**src/rcal_pkg.sv**
```systemverilog
// Constants for the Republican calendar converter.
// No dependencies. Used by republican_calendar_from_day_count.
package rcal_pkg;

   localparam int unsigned DAYS_W    = 16;
   localparam int unsigned REM_W     = 17;
   localparam int unsigned YEAR_W    = 9;
   localparam int unsigned MONTH_W   = 5;
   localparam int unsigned DAY_W     = 5;
   localparam int unsigned DECADE_W  = 4;
   localparam int unsigned SUB_W     = 9;

   localparam logic [DAYS_W-1:0]  RESET_EPOCH_OFFSET = 16'd64748;
   localparam logic [SUB_W-1:0]   DAYS_COMMON        = 9'd365;
   localparam logic [SUB_W-1:0]   DAYS_LEAP          = 9'd366;
   localparam logic [SUB_W-1:0]   DAYS_MONTH         = 9'd30;
   localparam logic [SUB_W-1:0]   DAYS_COMP          = 9'd1;
   localparam logic [MONTH_W-1:0] REGULAR_MONTHS     = 5'd12;
   localparam logic [MONTH_W-1:0] LAST_COMP_MONTH    = 5'd17;
   localparam logic [YEAR_W-1:0]  EARLY_LEAP_END     = 9'd16;
   localparam logic [YEAR_W-1:0]  RULE_START_YEAR    = 9'd20;
   localparam logic [6:0]         CENTURY_LAST       = 7'd99;

   // Sequencer states
   localparam logic [1:0] ST_IDLE  = 2'd0;
   localparam logic [1:0] ST_YEAR  = 2'd1;
   localparam logic [1:0] ST_MONTH = 2'd2;

endpackage

```
**src/republican_calendar_from_day_count.sv**
```systemverilog
// Republican calendar date from a day count since the Unix epoch.
// One subtract/compare unit removes one year or one month per cycle, and the
// converter works on one word at a time.
// The next word is taken while a finished result waits in the output register.
// Reset (synchronous, active high) idles the sequencer, drops the output word and
// loads the epoch offset with 64748. Depends on rcal_pkg.
module republican_calendar_from_day_count
   import rcal_pkg::*;
(
   input  logic                clock,
   input  logic                reset,
   input  logic                req_valid,
   output logic                req_stall,
   input  logic [DAYS_W-1:0]   req_days_since_epoch,
   output logic                rsp_valid,
   input  logic                rsp_stall,
   output logic [YEAR_W-1:0]   rsp_year,
   output logic [MONTH_W-1:0]  rsp_month_index,
   output logic [DAY_W-1:0]    rsp_day_of_month,
   output logic [DECADE_W-1:0] rsp_decade_day,
   output logic                rsp_leap_year,
   input  logic                csr_wr_en,
   input  logic [DAYS_W-1:0]   csr_wr_data
);

   logic [DAYS_W-1:0]   offset_ff;
   logic [1:0]          state_ff, state_in;
   logic [REM_W-1:0]    rem_ff, rem_in;
   logic [YEAR_W-1:0]   year_ff, year_in;
   logic [6:0]          cent_pos_ff, cent_pos_in;   // year mod 100
   logic [1:0]          cent_cnt_ff, cent_cnt_in;   // (year div 100) mod 4
   logic [MONTH_W-1:0]  month_ff, month_in;
   logic                rsp_valid_ff;
   logic [YEAR_W-1:0]   year_out_ff;
   logic [MONTH_W-1:0]  month_out_ff;
   logic [DAY_W-1:0]    day_out_ff;
   logic [DECADE_W-1:0] decade_out_ff;
   logic                leap_out_ff;

   logic                accept;
   logic                out_free;
   logic                load_out;
   logic                leap;
   logic [SUB_W-1:0]    sub_val;
   logic [REM_W:0]      diff;
   logic                fits;
   logic                month_step;
   logic [DAY_W-1:0]    rem_low;
   logic [DAY_W-1:0]    decade_full;

   assign accept   = req_valid && (state_ff == ST_IDLE);
   assign out_free = !rsp_valid_ff || !rsp_stall;

   // Leap rule for the current year: early years 3, 7, 11 and 15 are leap,
   // the rest up to the rule start are common
   always_comb begin
      if (year_ff < RULE_START_YEAR) begin
         leap = (year_ff < EARLY_LEAP_END) && (year_ff[1:0] == 2'd3);
      end else begin
         leap = (year_ff[1:0] == 2'd0) && ((cent_pos_ff != 7'd0) || (cent_cnt_ff == 2'd0));
      end
   end

   // Shared subtract/compare unit: year length or month length
   always_comb begin
      if (state_ff == ST_YEAR) begin
         sub_val = leap ? DAYS_LEAP : DAYS_COMMON;
      end else if (month_ff < REGULAR_MONTHS) begin
         sub_val = DAYS_MONTH;
      end else begin
         sub_val = DAYS_COMP;
      end
   end

   assign diff = {1'b0, rem_ff} - {{(REM_W+1-SUB_W){1'b0}}, sub_val};
   assign fits = !diff[REM_W];

   // Sixth complementary day exists only in leap years
   assign month_step = fits && ((month_ff < LAST_COMP_MONTH) ||
                                ((month_ff == LAST_COMP_MONTH) && leap));
   assign load_out   = (state_ff == ST_MONTH) && !month_step && out_free;

   // Sequencer
   always_comb begin
      state_in    = state_ff;
      rem_in      = rem_ff;
      year_in     = year_ff;
      cent_pos_in = cent_pos_ff;
      cent_cnt_in = cent_cnt_ff;
      month_in    = month_ff;
      case (state_ff)
         ST_IDLE: begin
            if (accept) begin
               rem_in      = {1'b0, offset_ff} + {1'b0, req_days_since_epoch};
               year_in     = {{(YEAR_W-1){1'b0}}, 1'b1};
               cent_pos_in = 7'd1;
               cent_cnt_in = 2'd0;
               month_in    = '0;
               state_in    = ST_YEAR;
            end
         end
         ST_YEAR: begin
            if (fits) begin
               rem_in  = diff[REM_W-1:0];
               year_in = year_ff + 1'b1;
               if (cent_pos_ff == CENTURY_LAST) begin
                  cent_pos_in = 7'd0;
                  cent_cnt_in = cent_cnt_ff + 1'b1;
               end else begin
                  cent_pos_in = cent_pos_ff + 1'b1;
               end
            end else begin
               state_in = ST_MONTH;
            end
         end
         ST_MONTH: begin
            if (month_step) begin
               rem_in   = diff[REM_W-1:0];
               month_in = month_ff + 1'b1;
            end else if (out_free) begin
               state_in = ST_IDLE;
            end
         end
         default: begin
            state_in = ST_IDLE;
         end
      endcase
   end

   // Day fields: remainder is below 30 once months are removed
   assign rem_low = rem_ff[DAY_W-1:0];
   always_comb begin
      if (rem_low >= 5'd20) begin
         decade_full = rem_low - 5'd20;
      end else if (rem_low >= 5'd10) begin
         decade_full = rem_low - 5'd10;
      end else begin
         decade_full = rem_low;
      end
   end

   // Control registers
   always_ff @(posedge clock) begin
      if (reset) begin
         state_ff     <= ST_IDLE;
         offset_ff    <= RESET_EPOCH_OFFSET;
         rsp_valid_ff <= 1'b0;
      end else begin
         state_ff <= state_in;
         if (csr_wr_en) begin
            offset_ff <= csr_wr_data;
         end
         if (load_out) begin
            rsp_valid_ff <= 1'b1;
         end else if (!rsp_stall) begin
            rsp_valid_ff <= 1'b0;
         end
      end
   end

   // Working and output words
   always_ff @(posedge clock) begin
      rem_ff      <= rem_in;
      year_ff     <= year_in;
      cent_pos_ff <= cent_pos_in;
      cent_cnt_ff <= cent_cnt_in;
      month_ff    <= month_in;
      if (load_out) begin
         year_out_ff   <= year_ff;
         month_out_ff  <= month_ff;
         day_out_ff    <= rem_low + 1'b1;
         decade_out_ff <= decade_full[DECADE_W-1:0];
         leap_out_ff   <= leap;
      end
   end

   assign req_stall        = (state_ff != ST_IDLE);
   assign rsp_valid        = rsp_valid_ff;
   assign rsp_year         = year_out_ff;
   assign rsp_month_index  = month_out_ff;
   assign rsp_day_of_month = day_out_ff;
   assign rsp_decade_day   = decade_out_ff;
   assign rsp_leap_year    = leap_out_ff;

   // Year loop leaves less than one leap year of days
   a_rem_bound: assert property (@(posedge clock) disable iff (reset)
      (state_ff == ST_MONTH) |-> (rem_ff < {{(REM_W-SUB_W){1'b0}}, DAYS_LEAP}))
      else $error("remainder too large after year loop");

   // Accepted word starts the year loop
   a_accept_year: assert property (@(posedge clock) disable iff (reset)
      (req_valid && !req_stall) |=> (state_ff == ST_YEAR))
      else $error("accepted word did not start year loop");

   // Complementary days fall on day one, first day of the decade
   a_comp_day: assert property (@(posedge clock) disable iff (reset)
      (rsp_valid && (rsp_month_index >= REGULAR_MONTHS)) |->
      ((rsp_day_of_month == 5'd1) && (rsp_decade_day == 4'd0)))
      else $error("complementary day fields wrong");

   // Day of month stays within a month and the year is never zero
   a_day_range: assert property (@(posedge clock) disable iff (reset)
      rsp_valid |-> ((rsp_day_of_month != 5'd0) && (rsp_day_of_month <= 5'd30)
                     && (rsp_year != '0)))
      else $error("result day or year out of range");

endmodule
```
**config.mk**
```make
export PLATFORM = sky130hd
export DESIGN_NAME = republican_calendar_from_day_count
export DESIGN_NICKNAME = d
export VERILOG_FILES = /design/src/rcal_pkg.sv /design/src/republican_calendar_from_day_count.sv
export SDC_FILE = /design/constraint.sdc
export NUM_CORES = 1
export LEC_CHECK = 0
export CORE_MARGIN = 5
export CORE_UTILIZATION = 40
export CTS_CLUSTER_DIAMETER = 50
export DETAILED_ROUTE_END_ITERATION = 10
export DONT_BUFFER_PORTS = 1
export GPL_TIMING_DRIVEN = 0
export HOLD_SLACK_MARGIN = 0.1
export PLACE_DENSITY_LB_ADDON = 0.1
export REMOVE_ABC_BUFFERS = 1
export SYNTH_ARGS = -nofsm -noshare
export SYNTH_HDL_FRONTEND = slang
export SYNTH_SLANG_ARGS = --single-unit
```
**constraint.sdc**
```tcl
create_clock -name clock -period 9.7 [get_ports clock]
set_clock_uncertainty 0.05 [all_clocks]
set_input_delay 0.97 -clock clock [delete_from_list [all_inputs] [get_ports clock]]
set_output_delay 0.97 -clock clock [all_outputs]
set_load 0.03 [all_outputs]
```
==> flow_summary.json <==
{
  "status": "finished, final reports clean",
  "synth_top_flop_cell": "edfxtp_1",
  "hold_class": "reg2reg",
  "setup-tns-final_ns": 0,
  "holdWs_ns": 0.450,
  "drcViolationCount": 0,
  "worst_pin_slew_ns": 1.04,
  "ant_nets": 0,
  "syn_inst": 473,
  "drive_gt1_frac": 0.0583,
  "fmax_ghz": 0.223,
  "routed_wl_um": 9130,
  "grt_pass1_wl_um": 15500,
  "die_h_um": 121,
  "die-area_um2": 14600,
  "synth_top_area_cell": "edfxtp_1",
  "yosysSeqAreaShare": 0.468,
  "critPathRequiredTime_ns": 9.70,
  "synth-edff-count": 64,
  "rsz0062_at_grt": "no",
  "synthTopCellsByArea": "edfxtp_1, ha_1, dfxtp_1, xnor2_1, nor2_1",
  "end_kind": "flop",
  "peakVddDrop_mv": 0.120,
  "htreeDepth": 3,
  "synth.most_common_cell": "edfxtp_1",
  "n_fill_cell": 1155,
  "grt_max_degree": 37,
  "power_density_nw_per_um2": 337,
  "track_usage": 0.131,
  "synth_commonest_cells": "edfxtp_1, nor2_1, ha_1, nand2_1, a21oi_1",
  "root_buffer": "clkbuf_16",
  "num-nets-final": 556,
  "arrival_ns": 4.48,
  "area_delta_synth_final_pct": 9.20,
  "numClockSinks": 83,
  "p_leak_nw": 2.04,
  "fp-row-count": 40,
  "cts_hold_buf": 0,
  "start_kind": "flop",
  "synth_top_cell_area_share": 0.391,
  "cts_resized": 0,
  "maxCapViolations": 0,
  "start_util": 0.410,
  "core_area_um2": 12000,
  "fin_crit_ns": 4.49,
  "post_cts_buffers": 0,
  "drt_first_pass_iters": 5,
  "finalCritPeriodShare": 0.462,
  "async_flop_share": 0,
  "drtIter0Drc": 224,
  "vias": 3269,
  "ys_ff_latch": 83,
  "setup_violations": 0,
  "wire_per_inst_um": 14.6,
  "path_class": "reg2reg",
  "finalHoldViolCount": 0,
  "clock_path_buffers": 2,
  "clk_pin_slew_ns": 0.06,
  "synth.cell_area_um2": 4920,
  "cp_max_fo": 14,
  "slew_violations": 0,
  "syn_area_per_cell_um2": 10.4,
  "dp_hpwl_um": 6690,
  "die_x_um": 121,
  "cts_tree": "built",
  "port_buffers": 0,
  "antenna_found_initial": 0,
  "relSlewSlack": 0.306,
  "grt_pass1_vias": 3372,
  "cts_made_buffers": 9,
  "grt-ovfl-total": 0,
  "n_antenna_cell": 0,
  "viasPerCell": 5.21,
  "ys_warn_count": 0,
  "synthDistinctLibCells": 49,
  "io_pins": 63,
  "clkLatencyLatePin_ns": 0.34,
  "routabilityCongestion": 0.729
}
## metal layers
layer  routed length (µm)  global-route usage  vias to the layer above  part of all wire
met2                 4000               0.209                       60              0.44
met4                  119              0.0538                        0             0.013
met1                 4600               0.168                     1480              0.50
met3                  417              0.0382                        9             0.046
met5                    0                   0                        -                 0
li1                     -                   -                     1720                 -
## worst paths after layout
path                                    from                   to  slack, ns  cells past startpoint
worst max-delay path             state_ff[1]  rsp_day_of_month[3]       5.21                     14
worst min-delay path            offset_ff[9]         offset_ff[9]       0.45                      2
worst max register to register   state_ff[1]  rsp_day_of_month[3]       5.21                     14
worst min register to register  offset_ff[9]         offset_ff[9]       0.45                      2
## layout make-up
type,instances,area (µm²),area share
clock buffer,9,225,0.0419
clock inverter,7,58.8,0.0109
sequential,83,2300,0.428
inverter,29,109,0.0203
tap,147,184,0.0342
timing repair buffer,1,15.0,0.00279
multi-input combinational,351,2480,0.461
## state kept, by name, summed over array words and instances (netlist names), 2 cells and up
register and flops:
cent_cnt_ff 2, cent_pos_ff 7, month_ff 5, offset_ff 16
rem_ff 17, rsp_day_of_month 5, rsp_decade_day 4, rsp_month_index 5
rsp_year 9, state_ff 2, year_ff 9
## cell families after synthesis
logic type / synth area share
simple gates: 0.154
xor+xnor: 0.0730
buf+inv: 0.0297
mux: 0.0163
flops: 0.468
compound gates: 0.144
fa+ha+maj: 0.115
## where the power goes
part	switching [mW]	internal, mW	leakage (nW)
combinational	0.454	0.329	1.13
sequential	0.123	0.574	0.774
clock	0.151	0.178	0.139
total	0.728	1.08	2.04
## through the flow
step	instance area, µm²	total power, mW	setup WS, ns	instances	utilization
floorplan	4880	1.31	5.24	463	-
finish	5370	1.81	5.21	627	0.447
detailed placement	5090	1.49	5.10	611	0.424
global placement	5070	1.48	4.16	610	0.422
CTS	5370	1.84	5.08	627	0.447
global route	5370	1.98	4.79	627	0.447
## worst max-delay path: stages, from the launching register on
cell       delay [ns]
dfxtp_1          0.32
inv_1            0.09
ha_1             0.44
inv_1            0.38
nand2_1          0.18
a21boi_0         0.42
ha_1             0.31
nor2b_1          0.15
o2111ai_1        0.20
nand4_1          0.26
or3_4            0.42
o21ai_2          0.10
nand2_1          0.14
a21oi_2          0.49
buf_8            0.24
## cells in the final DEF (no fill, tap or decap), types with 3 or more instances in the layout
master / Yosys / routed
xor2_1: 17 / 17
and3_1: 4 / 4
clkbuf_16: 0 / 9
or3_1: 3 / 3
nor2_1: 44 / 44
and2_1: 3 / 3
nand2b_1: 10 / 10
o31ai_1: 3 / 3
nor4_1: 4 / 4
xnor2_1: 24 / 24
a21o_1: 7 / 7
o21ai_0: 27 / 27
a21oi_1: 30 / 28
ha_1: 42 / 42
nor3b_1: 3 / 3
edfxtp_1: 64 / 64
a21boi_0: 3 / 3
nor3_1: 4 / 4
inv_1: 29 / 29
inv_6: 0 / 3
a211oi_1: 8 / 8
dfxtp_1: 19 / 19
nand2_1: 33 / 33
nor2b_1: 15 / 15
nand3_1: 15 / 15
a211o_1: 12 / 12
mux2i_1: 8 / 8
Note: power is estimated with default switching activity, not from simulation.
